--- config.mk ---
export PLATFORM = sky130hd
export DESIGN_NAME = dedup_weighted_two_level_queue
export DESIGN_NICKNAME = d
export VERILOG_FILES = /design/src/design/dwq_pkg.sv /design/src/design/dedup_weighted_two_level_queue.sv
export VERILOG_INCLUDE_DIRS = /design/src /design/src/design
export SDC_FILE = /design/constraint.sdc
export NUM_CORES = 1
export LEC_CHECK = 0
export BUFFER_PORTS_ARGS = -buffer_cell sky130_fd_sc_hd__buf_2
export CORE_MARGIN = 3
export CORE_UTILIZATION = 45
export DETAILED_ROUTE_END_ITERATION = 6
export PLACE_DENSITY = 0.65
export RECOVER_POWER = 50
export SLEW_MARGIN = 20
export SYNTH_ARGS = -nofsm -noshare
export SYNTH_HDL_FRONTEND = slang
export SYNTH_SLANG_ARGS = --single-unit
--- constraint.sdc ---
create_clock -name clk -period 5.4 [get_ports clk]
set_input_delay 1.08 -clock clk [delete_from_list [all_inputs] [get_ports clk]]
set_output_delay 1.08 -clock clk [all_outputs]
set_load 0.005 [all_outputs]
--- src/design/dedup_weighted_two_level_queue_macros.svh ---
// Assertion macros for the weighted two-level queue.
`ifndef DEDUP_WEIGHTED_TWO_LEVEL_QUEUE_MACROS_SVH
`define DEDUP_WEIGHTED_TWO_LEVEL_QUEUE_MACROS_SVH
`ifndef NO_ASSERTIONS
// property that must hold at every clock edge
`define DWQ_ASSERT_ALWAYS(lbl, expr) \
  lbl: assert property (@(posedge clk) disable iff (!rst_n) (expr)) \
    else $error("invariant violated");
// property checked in the cycle after its trigger
`define DWQ_ASSERT_NEXT(lbl, ante, cons) \
  lbl: assert property (@(posedge clk) disable iff (!rst_n) (ante) |=> (cons)) \
    else $error("sequence violated");
`else
`define DWQ_ASSERT_ALWAYS(lbl, expr)
`define DWQ_ASSERT_NEXT(lbl, ante, cons)
`endif
`endif

--- src/design/dwq_pkg.sv ---
// Shared types and constants of the weighted two-level queue.
package dwq_pkg;

  // default geometry
  localparam int QUEUE_DEPTH_DEF = 16;
  localparam int KEY_WIDTH_DEF   = 32;

  // register map
  localparam int        CFG_DATA_W     = 32;
  localparam int        CFG_ADDR_W     = 3;
  localparam logic      REG_HIGH_SHARE = 1'b0;
  localparam logic [3:0] HIGH_SHARE_RST = 4'd9;

  // request codes
  typedef enum logic [1:0] {
    FN_ENQ_HIGH = 2'd0,
    FN_ENQ_LOW  = 2'd1,
    FN_DEQ      = 2'd2
  } func_t;

  // result codes
  localparam logic [1:0] STAT_OK    = 2'd0;
  localparam logic [1:0] STAT_DUP   = 2'd1;
  localparam logic [1:0] STAT_FULL  = 2'd2;
  localparam logic [1:0] STAT_EMPTY = 2'd3;

  // controller states
  typedef enum logic [2:0] {
    ST_IDLE = 3'b001,
    ST_SCAN = 3'b010,
    ST_DEQ  = 3'b100
  } state_t;

endpackage

--- src/design/dedup_weighted_two_level_queue.sv ---
// Top level of the deduplicating weighted two-level queue.
// Enqueue: a key scan over both queues, then the result; the key
// scan reads one entry of each queue memory per cycle. Dequeue: one memory
// read, then the rotating write-back. Func 3 and empty dequeue answer from idle.
// One word in flight; the next is accepted the cycle its result is taken or after.
// Synchronous reset clears heads, counts, pattern counter, high_share (to 9); the key
// stores are not cleared and need no clearing pass.
`include "dedup_weighted_two_level_queue_macros.svh"

module dedup_weighted_two_level_queue #(
  parameter int QUEUE_DEPTH = dwq_pkg::QUEUE_DEPTH_DEF,
  parameter int KEY_WIDTH   = dwq_pkg::KEY_WIDTH_DEF
) (
  input  logic                            clk,
  input  logic                            rst_n,
  // configuration port
  input  logic                            psel,
  input  logic                            penable,
  input  logic                            pwrite,
  input  logic [dwq_pkg::CFG_ADDR_W-1:0]  paddr,
  input  logic [dwq_pkg::CFG_DATA_W-1:0]  pwdata,
  output logic [dwq_pkg::CFG_DATA_W-1:0]  prdata,
  output logic                            pready,
  // request channel
  input  logic                            in_valid,
  output logic                            in_ready,
  input  logic [1:0]                      in_func,
  input  logic [KEY_WIDTH-1:0]            in_item_key,
  // result channel
  output logic                            out_valid,
  input  logic                            out_ready,
  output logic [1:0]                      out_status,
  output logic [KEY_WIDTH-1:0]            out_key,
  output logic                            out_from_high
);

  localparam int PTR_W = $clog2(QUEUE_DEPTH);
  localparam int CNT_W = $clog2(QUEUE_DEPTH + 1);
  localparam int SUM_W = CNT_W + 1;

  // ring pointer step with wrap
  function automatic logic [PTR_W-1:0] ptr_inc(input logic [PTR_W-1:0] p);
    logic [PTR_W-1:0] q;
    if (p == PTR_W'(QUEUE_DEPTH - 1)) q = '0;
    else q = p + 1'b1;
    return q;
  endfunction

  // tail slot: head + count, which stays below twice the depth
  function automatic logic [PTR_W-1:0] tail_of(input logic [PTR_W-1:0] h,
                                               input logic [CNT_W-1:0] c);
    logic [SUM_W-1:0] s;
    s = SUM_W'(h) + SUM_W'(c);
    if (s >= SUM_W'(QUEUE_DEPTH)) s = s - SUM_W'(QUEUE_DEPTH);
    return s[PTR_W-1:0];
  endfunction

  dwq_pkg::state_t state_r, state_nxt;

  logic [1:0]           func_r, func_nxt;
  logic [KEY_WIDTH-1:0] key_r, key_nxt;
  logic [CNT_W-1:0]     idx_r, idx_nxt;
  logic [PTR_W-1:0]     hp_r, hp_nxt, lp_r, lp_nxt;
  logic                 hvld_r, lvld_r;
  logic                 dup_r, dup_nxt;
  logic                 sel_high_r, sel_high_nxt;

  logic [PTR_W-1:0] high_head_r, high_head_nxt, low_head_r, low_head_nxt;
  logic [CNT_W-1:0] high_count_r, high_count_nxt, low_count_r, low_count_nxt;
  logic [3:0]       pattern_r, pattern_nxt;
  logic [3:0]       high_share_r;

  logic                 out_valid_r, out_valid_nxt;
  logic [1:0]           out_status_r, out_status_nxt;
  logic [KEY_WIDTH-1:0] out_key_r, out_key_nxt;
  logic                 out_from_high_r, out_from_high_nxt;

  // key stores
  logic [KEY_WIDTH-1:0] high_mem [QUEUE_DEPTH];
  logic [KEY_WIDTH-1:0] low_mem  [QUEUE_DEPTH];
  logic [KEY_WIDTH-1:0] h_rdata_r, l_rdata_r;
  logic [PTR_W-1:0]     h_raddr, l_raddr, h_waddr, l_waddr;
  logic                 h_we, l_we;
  logic [KEY_WIDTH-1:0] h_wdata, l_wdata;

  logic in_fire, h_issue, l_issue, match_now, dup_final;
  logic prefer_high, take_high, tgt_high;
  logic [CNT_W-1:0]     tgt_count;
  logic [KEY_WIDTH-1:0] deq_key;

  // configuration register
  assign pready = 1'b1;
  always_comb begin
    prdata = '0;
    if (paddr[2] == dwq_pkg::REG_HIGH_SHARE) prdata[3:0] = high_share_r;
  end

  always_ff @(posedge clk) begin
    if (!rst_n) begin
      high_share_r <= dwq_pkg::HIGH_SHARE_RST;
    end else if (psel && penable && pwrite && pready &&
                 paddr[2] == dwq_pkg::REG_HIGH_SHARE) begin
      high_share_r <= pwdata[3:0];
    end
  end

  // handshake
  assign in_ready      = (state_r == dwq_pkg::ST_IDLE) && (!out_valid_r || out_ready);
  assign in_fire       = in_valid && in_ready;
  assign out_valid     = out_valid_r;
  assign out_status    = out_status_r;
  assign out_key       = out_key_r;
  assign out_from_high = out_from_high_r;

  // scan issue and compare of the previous cycle's read data
  assign h_issue   = (state_r == dwq_pkg::ST_SCAN) && (idx_r < high_count_r);
  assign l_issue   = (state_r == dwq_pkg::ST_SCAN) && (idx_r < low_count_r);
  assign match_now = (hvld_r && h_rdata_r == key_r) || (lvld_r && l_rdata_r == key_r);
  assign dup_final = dup_r || match_now;

  assign h_raddr = (state_r == dwq_pkg::ST_SCAN) ? hp_r : high_head_r;
  assign l_raddr = (state_r == dwq_pkg::ST_SCAN) ? lp_r : low_head_r;

  // weighted choice of the queue to take from
  assign prefer_high = pattern_r < high_share_r;
  assign take_high   = prefer_high ? (high_count_r != '0) : (low_count_r == '0);
  assign tgt_high    = (func_r == dwq_pkg::FN_ENQ_HIGH);
  assign tgt_count   = tgt_high ? high_count_r : low_count_r;
  assign deq_key     = sel_high_r ? h_rdata_r : l_rdata_r;

  // controller
  always_comb begin
    state_nxt         = state_r;
    func_nxt          = func_r;
    key_nxt           = key_r;
    idx_nxt           = idx_r;
    hp_nxt            = hp_r;
    lp_nxt            = lp_r;
    dup_nxt           = dup_r;
    sel_high_nxt      = sel_high_r;
    high_head_nxt     = high_head_r;
    low_head_nxt      = low_head_r;
    high_count_nxt    = high_count_r;
    low_count_nxt     = low_count_r;
    pattern_nxt       = pattern_r;
    out_valid_nxt     = out_valid_r && !out_ready;
    out_status_nxt    = out_status_r;
    out_key_nxt       = out_key_r;
    out_from_high_nxt = out_from_high_r;
    h_we              = 1'b0;
    l_we              = 1'b0;
    h_waddr           = tail_of(high_head_r, high_count_r);
    l_waddr           = tail_of(low_head_r, low_count_r);
    h_wdata           = key_r;
    l_wdata           = key_r;

    unique case (state_r)
      dwq_pkg::ST_IDLE: begin
        if (in_fire) begin
          func_nxt = in_func;
          key_nxt  = in_item_key;
          unique case (in_func)
            dwq_pkg::FN_ENQ_HIGH, dwq_pkg::FN_ENQ_LOW: begin
              idx_nxt   = '0;
              hp_nxt    = high_head_r;
              lp_nxt    = low_head_r;
              dup_nxt   = 1'b0;
              state_nxt = dwq_pkg::ST_SCAN;
            end
            dwq_pkg::FN_DEQ: begin
              if (high_count_r == '0 && low_count_r == '0) begin
                out_valid_nxt     = 1'b1;
                out_status_nxt    = dwq_pkg::STAT_EMPTY;
                out_key_nxt       = '0;
                out_from_high_nxt = 1'b0;
              end else begin
                // head read is under way this cycle
                sel_high_nxt = take_high;
                state_nxt    = dwq_pkg::ST_DEQ;
              end
            end
            default: begin
              out_valid_nxt     = 1'b1;
              out_status_nxt    = dwq_pkg::STAT_OK;
              out_key_nxt       = '0;
              out_from_high_nxt = 1'b0;
            end
          endcase
        end
      end

      dwq_pkg::ST_SCAN: begin
        dup_nxt = dup_final;
        if (h_issue || l_issue) begin
          idx_nxt = idx_r + 1'b1;
          hp_nxt  = ptr_inc(hp_r);
          lp_nxt  = ptr_inc(lp_r);
        end else begin
          // walk done: decide, and append unless duplicate or full
          out_valid_nxt     = 1'b1;
          out_key_nxt       = '0;
          out_from_high_nxt = 1'b0;
          state_nxt         = dwq_pkg::ST_IDLE;
          if (dup_final) begin
            out_status_nxt = dwq_pkg::STAT_DUP;
          end else if (tgt_count >= CNT_W'(QUEUE_DEPTH)) begin
            out_status_nxt = dwq_pkg::STAT_FULL;
          end else begin
            out_status_nxt = dwq_pkg::STAT_OK;
            if (tgt_high) begin
              h_we           = 1'b1;
              high_count_nxt = high_count_r + 1'b1;
            end else begin
              l_we          = 1'b1;
              low_count_nxt = low_count_r + 1'b1;
            end
          end
        end
      end

      dwq_pkg::ST_DEQ: begin
        // rotate: head key goes back to the tail
        h_wdata = deq_key;
        l_wdata = deq_key;
        if (sel_high_r) begin
          h_we          = 1'b1;
          high_head_nxt = ptr_inc(high_head_r);
        end else begin
          l_we         = 1'b1;
          low_head_nxt = ptr_inc(low_head_r);
        end
        if (pattern_r >= high_share_r) pattern_nxt = '0;
        else pattern_nxt = pattern_r + 1'b1;
        out_valid_nxt     = 1'b1;
        out_status_nxt    = dwq_pkg::STAT_OK;
        out_key_nxt       = deq_key;
        out_from_high_nxt = sel_high_r;
        state_nxt         = dwq_pkg::ST_IDLE;
      end

      default: begin
        state_nxt = dwq_pkg::ST_IDLE;
      end
    endcase
  end

  // control registers
  always_ff @(posedge clk) begin
    if (!rst_n) begin
      state_r      <= dwq_pkg::ST_IDLE;
      high_head_r  <= '0;
      low_head_r   <= '0;
      high_count_r <= '0;
      low_count_r  <= '0;
      pattern_r    <= '0;
      out_valid_r  <= 1'b0;
      hvld_r       <= 1'b0;
      lvld_r       <= 1'b0;
    end else begin
      state_r      <= state_nxt;
      high_head_r  <= high_head_nxt;
      low_head_r   <= low_head_nxt;
      high_count_r <= high_count_nxt;
      low_count_r  <= low_count_nxt;
      pattern_r    <= pattern_nxt;
      out_valid_r  <= out_valid_nxt;
      hvld_r       <= h_issue;
      lvld_r       <= l_issue;
    end
  end

  // payload registers
  always_ff @(posedge clk) begin
    func_r          <= func_nxt;
    key_r           <= key_nxt;
    idx_r           <= idx_nxt;
    hp_r            <= hp_nxt;
    lp_r            <= lp_nxt;
    dup_r           <= dup_nxt;
    sel_high_r      <= sel_high_nxt;
    out_status_r    <= out_status_nxt;
    out_key_r       <= out_key_nxt;
    out_from_high_r <= out_from_high_nxt;
  end

  // key memories, one read and one write port each
  always_ff @(posedge clk) begin
    if (h_we) high_mem[h_waddr] <= h_wdata;
    h_rdata_r <= high_mem[h_raddr];
  end

  always_ff @(posedge clk) begin
    if (l_we) low_mem[l_waddr] <= l_wdata;
    l_rdata_r <= low_mem[l_raddr];
  end

  // checks
  `DWQ_ASSERT_ALWAYS(a_high_count_bound, high_count_r <= CNT_W'(QUEUE_DEPTH))
  `DWQ_ASSERT_ALWAYS(a_low_count_bound, low_count_r <= CNT_W'(QUEUE_DEPTH))
  `DWQ_ASSERT_ALWAYS(a_single_word, state_r == dwq_pkg::ST_IDLE || !out_valid_r)
  `DWQ_ASSERT_NEXT(a_accept_moves, in_fire, state_r != dwq_pkg::ST_IDLE || out_valid_r)
  `DWQ_ASSERT_NEXT(a_deq_keeps_count, state_r == dwq_pkg::ST_DEQ, $stable(high_count_r) && $stable(low_count_r))

endmodule
==> results of run 1 <==
power groups by stage:
stage / logic [W] / clock network, W / registers (W)
3_5_place_dp: 0.00197 / 0 / 0.0114
4_1_cts: 0.00198 / 0.00844 / 0.0112
2_1_floorplan: 0.00129 / 0 / 0.0113
3_3_place_gp: 0.00189 / 0 / 0.0114
5_1_grt: 0.00211 / 0.00881 / 0.0113
6_report: 0.00194 / 0.00827 / 0.0112
per-stage QoR:
stage / util (%) / setup WS, ns / power [W]
6_report: 51.1 / 0.796 / 0.0214
5_1_grt: 51.1 / 0.630 / 0.0222
4_1_cts: 51.2 / 1.27 / 0.0217
3_5_place_dp: 47.5 / 1.30 / 0.0134
3_3_place_gp: 47.5 / 1.47 / 0.0133
2_1_floorplan: - / -0.207 / 0.0126
sequential cells by signal, summed over array words and instances, names as in the netlist, 5 cells and up:
name          flops
low_count_r       5
l_rdata_r        32
out_key          32
high_mem        512
high_count_r      5
h_rdata_r        32
idx_r             5
low_mem         512
key_r            32
layout make-up:
type                    count  area share [%]
flip-flops and latches   1204            63.1
multi-input cells        1474            24.3
clock buffers             153            5.69
well taps                1476            3.31
repair buffers            163            2.01
clock inverters            69            1.44
inverters                  20           0.135
diodes                      2         0.00898
path summary, 6_finish.rpt:
path / from / endpoint / slack [ns] / cells past startpoint
hold / removal: high_share_r[1]$_SDFFE_PN0P_ / high_share_r[1]$_SDFFE_PN0P_ / 0.52 / 2
setup / recovery: state_r[2]$_SDFFE_PN0P_ / l_rdata_r[25]$_DFF_P_ / 0.80 / 6
hold reg to reg: high_share_r[1]$_SDFFE_PN0P_ / high_share_r[1]$_SDFFE_PN0P_ / 0.52 / 2
setup reg to reg: state_r[2]$_SDFFE_PN0P_ / l_rdata_r[25]$_DFF_P_ / 0.80 / 6
cells in the final DEF (no fill, tap or decap), drive strengths merged, types with 12 or more instances in the layout:
cell / instances
nor3: 19
ha: 28
nor4: 28
a21o: 38
nand4: 13
a21oi: 12
nor2: 60
conb: 29
o21ai: 19
nand2: 52
buf: 117
edfxtp: 1108
bufinv: 14
dfxtp: 96
inv: 26
mux2i: 1015
clkbuf: 199
xnor2: 40
clkinv: 44
xor2: 43
layer usage:
layer	vias up	global-route usage [%]	share of wire, %
li1	11200	-	-
met1	12900	29.1	46
met5	-	0	0
met4	0	5.51	2.5
met2	821	30.2	45
met3	181	2.87	6.5
kinds of logic (layout without fill, tap and decap cells):
logic type	after synthesis	count (layout)	share of synthesized area, %
flip-flops	1204	1204	71.0
multiplexers	1017	1017	20.6
adder cells (fa/ha/maj)	30	30	0.787
other	2	31	0.0151
buffers and inverters	179	405	2.53
AND/OR/NAND/NOR	225	225	2.30
XOR/XNOR	83	83	1.47
AO/OA/AOI/OAI	90	90	1.32
critical path, stage by stage, from the launching register on:
cell,delay (ns)
sky130_fd_sc_hd__dfxtp_1,0.40
sky130_fd_sc_hd__or3b_1,0.84
sky130_fd_sc_hd__mux2i_1,1.96
sky130_fd_sc_hd__buf_12,0.43
sky130_fd_sc_hd__mux2i_1,0.28
sky130_fd_sc_hd__mux2i_1,0.16
sky130_fd_sc_hd__mux2i_1,0.33
==> impl_summary.txt, run 1 <==
----------------------------------------------------
[CTS]
  Quantity of gates resized following cts ... 0
  Bufs on Longest Clock Path ... 3
  Total number of clock tree sinks ... 1204
  Hold_buf cts ... 0
  Clock tree from TritonCTS ... yes
  Clock Latency Late Sink ... 0.71 ns
  Reg clk slew, reported paths ... around 0.06 ns
  H-tree Lvls ... 3
  Post-CTS Repair Setup Buffers ... 0
  Clk Tree Root Cell ... sky130_fd_sc_hd__clkbuf_16
  Number of buffers added by the clock tree synthesis step ... about 120

[Yosys]
  Commonest cells post-synth ... sky130_fd_sc_hd__edfxtp_1 (1108), sky130_fd_sc_hd__mux2i_1 (1013), sky130_fd_sc_hd__dfxtp_1 (96)
  Synthesis-stage register bit count ... approximately 1200
  Sequential element share of the synthesized area ... a little under three quarters
  Count of mapped cells out of synthesis ... 2830
  Count of warnings emitted by yosys ... 0
  Yosys top cell by area ... sky130_fd_sc_hd__edfxtp_1
  Biggest area contributors in the synthesized netlist ... sky130_fd_sc_hd__edfxtp_1 (67%), sky130_fd_sc_hd__mux2i_1 (20%), sky130_fd_sc_hd__dfxtp_1 (3.9%), sky130_fd_sc_hd__buf_6 (1.1%), sky130_fd_sc_hd__xor2_1 (0.76%)
  Avg Inst Size Synth ... approximately 18 um2
  Post-synth EDFFs ... about 1100
  Summed instance area of the synthesized netlist ... ~0.050 mm2
  Async S/R FF share, synth ... 0%
  Leading cell type by number of instances after synthesis ... sky130_fd_sc_hd__edfxtp_1
  Primary flip-flop cell chosen by synthesis mapping ... sky130_fd_sc_hd__edfxtp_1
  Number of library cell types mapped by synthesis ... between 50 and 60
  Area share of the leading cell type in the synthesized netlist ... between 60 and 70%

[Critical path]
  Worst EP arrival ... 5.19 ns
  Element type at the critical path start ... register
  Type of destination of the critical path ... register
  Critical path start-end classification ... register to register
  Biggest fanout along the worst timing path ... 56
  CP Data Required Time ... ~6 ns

[Die]
  Effective utilization at floorplan ... around 45%
  Die span in y ... between 300 and 400 um
  Die Area ... about 0.11 mm2
  Standard-cell rows ... approximately 120
  Ports placed on the boundary ... between 100 and 150
  Die width ... roughly 340 um
  Core box area ... 0.109 mm2

[Timing]
  Unrepaired setup endpoints after global routing ... no
  Final cycle utilization of the critical path ... ~85%
  Max Clock Skew ... ~0.03 ns
  Setup violations, final ... 0
  Achievable Freq ... ~0.22 GHz
  Crit path time final ... around 4.6 ns
  Worst hold slack across all endpoints ... a little over 0.5 ns
  Max-slew violation total from the final report ... 96
  Final Hold Viols ... 0
  Max-Slew Margin vs Limit ... -67.0%
  Least-Margin Pin Slew ... ~2.4 ns
  Aggregate negative setup slack ... 0 ns

[Place]
  RePlAce Congestion ... around 0.8
  DPL Wire Length ... between 60 and 70 mm
  Placed cell count ... approximately 4300
  Number of port buffers ... 86
  Instance area at placement ... between 0.05 and 0.06 mm2

[Final layout]
  Post-layout nets ... between 3000 and 4000
  Area used by sequential logic in the layout ... approximately 0.035 mm2
  Final non-filler cell area ... between 0.05 and 0.06 mm2
  Multi-input combinational cell area ... approximately 0.014 mm2
  Filler-free cell count of the finished design ... 4561
  Count of fill cells added during filler insertion ... 8701
  Fraction of layout cells with a size suffix above 1 ... a little under an eighth
  Area overhead of the layout relative to synthesis ... 12.5%

[Route]
  Number of violations reported at the end of detailed-routing iteration 0 ... between 1500 and 2000
  Total Wirelength ... approximately 110 mm
  WL per Instance ... around 25 um
  Detailed-route via count ... between 20000 and 30000
  # DRC ... 0
  Post-detailed-route count of antenna-violating nets ... 0
  Initial DRT Pass Iterations ... 5
  Avg Vias per Cell ... ~5.5

[Pwr]
  Net Switching ... around 0.005 W
  Clk pwr share ... roughly two fifths
  PwrDens ... 385 mW/mm2
  Portion of total power attributed to sequential cells ... approximately 52%
  Internal power of the cells ... 0.0164 W
  Maximum ir drop on the vdd rail ... around 250 uV
  LEAKAGE ... about 25 nW
  Combinational cell fraction of total power ... around 9.0%
  Sw Share ... roughly a quarter

[Global route]
  Remaining global-route overflow ... 0
  First-pass GRT wire length ... roughly 160 mm
  All-Layer GR Usage ... between 10% and 20%
  Pin count of the biggest net entering global routing ... 90
  Number of antenna violations at the first check in global routing ... 3
  Vias in the first global route ... roughly 25000

[Status]
  Failing checks ... max-capacitance violations, max-slew violations
  Outcome ... complete, but fails checks

[Hold path]
  Hold Path Class ... register to register

[Run]
  Max-cap violation count ... 4

----------------------------------------------------
No activity file was read; power rests on OpenSTA's default activity.
==> inputs of run 2 (changes only) <==
--- a/config.mk
+++ b/config.mk
@@ -12,6 +12,7 @@
 export DETAILED_ROUTE_END_ITERATION = 6
 export PLACE_DENSITY = 0.65
 export RECOVER_POWER = 50
+export REMOVE_ABC_BUFFERS = 1
 export SLEW_MARGIN = 20
 export SYNTH_ARGS = -nofsm -noshare
 export SYNTH_HDL_FRONTEND = slang
==> run 2 against run 1 <==
Non-clock buffer count unchanged. Die area unchanged. Hold slack better by 0.00096 ns. Utilization down 0.088 points. Highest routed layer unchanged. The run still ends with max-capacitance violations, max-slew violations left. Setup slack better by 0.63 ns. Global-route usage up 0.20 points. Power about the same. Register-to-register slack better by 0.63 ns.
==> impl_summary.txt, run 2 (synthesis results as in run 1) <==
----------------------------------------------------
[Global route]
  Number of antenna violations at the first check in global routing ... 2 (was 3)
  Pin count of the biggest net entering global routing ... 96 (was 90)
  First-pass GRT wire length ... 165 mm (was 163 mm)
  All-Layer GR Usage ... 19.8% (was 19.6%)
  Vias in the first global route ... 25200 (was 24800)
  Remaining global-route overflow ... 0 (unchanged)

[Final layout]
  Multi-input combinational cell area ... 0.0135 mm2 (about the same)
  Largest registers ... high_mem: 512 flops, low_mem: 512 flops (unchanged)
  Filler-free cell count of the finished design ... 4560 (was 4561)
  Post-layout nets ... 3086 (unchanged)
  Top library cells by usage in the layout, fill and taps aside ... sky130_fd_sc_hd__edfxtp_1 (1108), sky130_fd_sc_hd__mux2i_1 (1007), sky130_fd_sc_hd__clkbuf_16 (121), sky130_fd_sc_hd__dfxtp_1 (96), sky130_fd_sc_hd__clkbuf_1 (79) (was sky130_fd_sc_hd__edfxtp_1 (1108), sky130_fd_sc_hd__mux2i_1 (1008), sky130_fd_sc_hd__clkbuf_16 (118), sky130_fd_sc_hd__dfxtp_1 (96), sky130_fd_sc_hd__clkbuf_1 (72))
  Area used by sequential logic in the layout ... 0.0352 mm2 (unchanged)
  Count of fill cells added during filler insertion ... 8744 (was 8701)
  Count of antenna diodes in the layout ... 0 (was 2)
  Fraction of layout cells with a size suffix above 1 ... 11.0% (was 11.5%)
  Area overhead of the layout relative to synthesis ... 12.3% (was 12.5%)
  Commonest non-fill, non-tap cell in the layout ... sky130_fd_sc_hd__edfxtp_1 (unchanged)

[Critical path]
  CP Cell Sequence ... or3b_1, a211o_1, a31oi_1, nor4_2, a31oi_4, nor4_2, buf_4 (was or3b_1, mux2i_1, buf_12, mux2i_1, mux2i_1, mux2i_1)
  Biggest fanout along the worst timing path ... 32 (was 56)
  Slowest CP cell ... sky130_fd_sc_hd__or3b_1 (was sky130_fd_sc_hd__mux2i_1)
  Worst EP arrival ... 4.29 ns (was 5.19 ns)
  Top cell by count, worst path ... sky130_fd_sc_hd__nor4_2 (was sky130_fd_sc_hd__mux2i_1)
  Number of cells traversed by the worst register-to-register path ... 7 (was 6)
  Element type at the critical path start ... register (unchanged)
  Highest cell delay on the worst timing path ... 0.83 ns (was 1.96 ns)
  Type of destination of the critical path ... register (unchanged)
  CP Data Required Time ... 5.72 ns (was 5.99 ns)
  Critical path start-end classification ... register to register (unchanged)

[Timing]
  Achievable Freq ... 0.252 GHz (was 0.217 GHz)
  Worst hold slack across all endpoints ... 0.517 ns (was 0.516 ns)
  Max Clock Skew ... 0.0470 ns (was 0.0301 ns)
  Max-Slew Margin vs Limit ... -6.17% (was -67.0%)
  Setup violations, final ... 0 (unchanged)
  Final cycle utilization of the critical path ... 73.6% (was 85.3%)
  Crit path time final ... 3.97 ns (was 4.60 ns)
  Max-slew violation total from the final report ... 35 (was 96)
  Final Hold Viols ... 0 (unchanged)
  Least-Margin Pin Slew ... 1.59 ns (was 2.44 ns)
  Unrepaired setup endpoints after global routing ... no (unchanged)

[CTS]
  Reg clk slew, reported paths ... 0.06 ns (about the same)
  Quantity of gates resized following cts ... 0 (unchanged)
  Clk Tree Root Cell ... sky130_fd_sc_hd__clkbuf_16 (unchanged)
  Number of buffers added by the clock tree synthesis step ... 117 (unchanged)
  Clock Latency Late Sink ... 0.70 ns (was 0.71 ns)
  H-tree Lvls ... 3 (unchanged)
  Hold_buf cts ... 0 (unchanged)
  Total number of clock tree sinks ... 1204 (unchanged)
  Clock tree from TritonCTS ... yes (unchanged)
  Post-CTS Repair Setup Buffers ... 0 (unchanged)
  Bufs on Longest Clock Path ... 3 (unchanged)

[Status]
  Failing checks ... max-capacitance violations, max-slew violations (unchanged)
  Outcome ... complete, but fails checks (unchanged)

[Pwr]
  Combinational cell fraction of total power ... 9.1% (was 9.0%)
  Net Switching ... 0.00499 W (was 0.00500 W)
  PwrDens ... 385 mW/mm2 (about the same)
  Internal power of the cells ... 0.0164 W (about the same)
  Portion of total power attributed to sequential cells ... 52.5% (was 52.4%)
  Sw Share ... 23.3% (about the same)
  LEAKAGE ... 24.8 nW (was 24.9 nW)
  Overall power of the completed layout ... 0.0214 W (about the same)
  Maximum ir drop on the vdd rail ... 279 uV (was 253 uV)
  Clk pwr share ... 38.5% (about the same)

[Route]
  Total Wirelength ... 114 mm (was 112 mm)
  Post-detailed-route count of antenna-violating nets ... 0 (unchanged)
  Avg Vias per Cell ... 5.45 (was 5.49)
  # DRC ... 0 (unchanged)
  Initial DRT Pass Iterations ... 5 (unchanged)
  WL per Instance ... 24.9 um (was 24.6 um)
  Number of violations reported at the end of detailed-routing iteration 0 ... 1867 (was 1951)
  Detailed-route via count ... 24900 (was 25100)

[Place]
  Number of port buffers ... 86 (unchanged)
  RePlAce Congestion ... 0.808 (was 0.803)
  Placed cell count ... 4336 (was 4337)
  DPL Wire Length ... 64.6 mm (about the same)

[Die]
  Effective utilization at floorplan ... 45.4% (unchanged)
  Standard-cell rows ... 121 (unchanged)
  Die width ... 338 um (unchanged)
  Die Area ... 0.114 mm2 (unchanged)
  Ports placed on the boundary ... 146 (unchanged)
  Core box area ... 0.109 mm2 (unchanged)
  Die span in y ... 338 um (unchanged)

[Hold path]
  Hold path cells ... 2 (unchanged)
  Hold Path Class ... register to register (unchanged)

[Run]
  Max-cap violation count ... 1 (was 4)

----------------------------------------------------
==> run 2: power groups by stage <==
stage	combinational (W)	clock [W]	sequential [W]
5_1_grt	0.00211	0.00880	0.0113
6_report	0.00194	0.00825	0.0112
3_5_place_dp	0.00198	0	0.0114
3_3_place_gp	0.00189	0	0.0114
2_1_floorplan	0.00146	0	0.0113
4_1_cts	0.00199	0.00841	0.0112
==> run 2: layout make-up <==
| class | count | area share [%] |
|---|---|---|
| sequential | 1204 | 63.2 |
| clock inverter | 67 | 1.32 |
| inverter | 20 | 0.135 |
| multi-input combinational | 1474 | 24.2 |
| timing repair buffer | 163 | 1.96 |
| tap | 1476 | 3.32 |
| clock buffer | 156 | 5.82 |
==> run 2: layer usage <==
metal  vias to the layer above  share of wire (%)  GRT usage (%)
met5                         -                  0              0
met4                         0                3.3           6.98
met3                       166                4.6           2.58
li1                      11200                  -              -
met2                       629                 51           34.9
met1                     12800                 41           25.1
==> run 2: critical path: cells and delay by family (launching register included) <==
family / cells / cell delay [ns]
compound gates: 3 / 1.63
buf+inv: 1 / 0.42
flops: 1 / 0.40
simple gates: 3 / 1.14
==> run 2: worst paths after layout <==
check | startpoint | to | slack, ns
max reg2reg | state_r[1]$_SDFFE_PN0P_ | high_mem[3][5]$_DFFE_PP_ | 1.43
min reg2reg | low_count_r[1]$_SDFFE_PN0P_ | low_count_r[1]$_SDFFE_PN0P_ | 0.52
max | state_r[1]$_SDFFE_PN0P_ | high_mem[3][5]$_DFFE_PP_ | 1.43
min | low_count_r[1]$_SDFFE_PN0P_ | low_count_r[1]$_SDFFE_PN0P_ | 0.52
==> run 2: stage by stage <==
| step | cell area [um2] | util, % | setup TNS, ns | worst slack, ns |
|---|---|---|---|---|
| after floorplan | 48500 | - | -674.57 | -6.41 |
| after global placement | 51800 | 47.4 | 0 | 1.58 |
| after detailed placement | 51800 | 47.4 | 0 | 1.52 |
| after CTS | 55700 | 51.1 | 0 | 1.49 |
| after global routing | 55700 | 51.0 | 0 | 1.26 |
| final | 55700 | 51.0 | 0 | 1.43 |
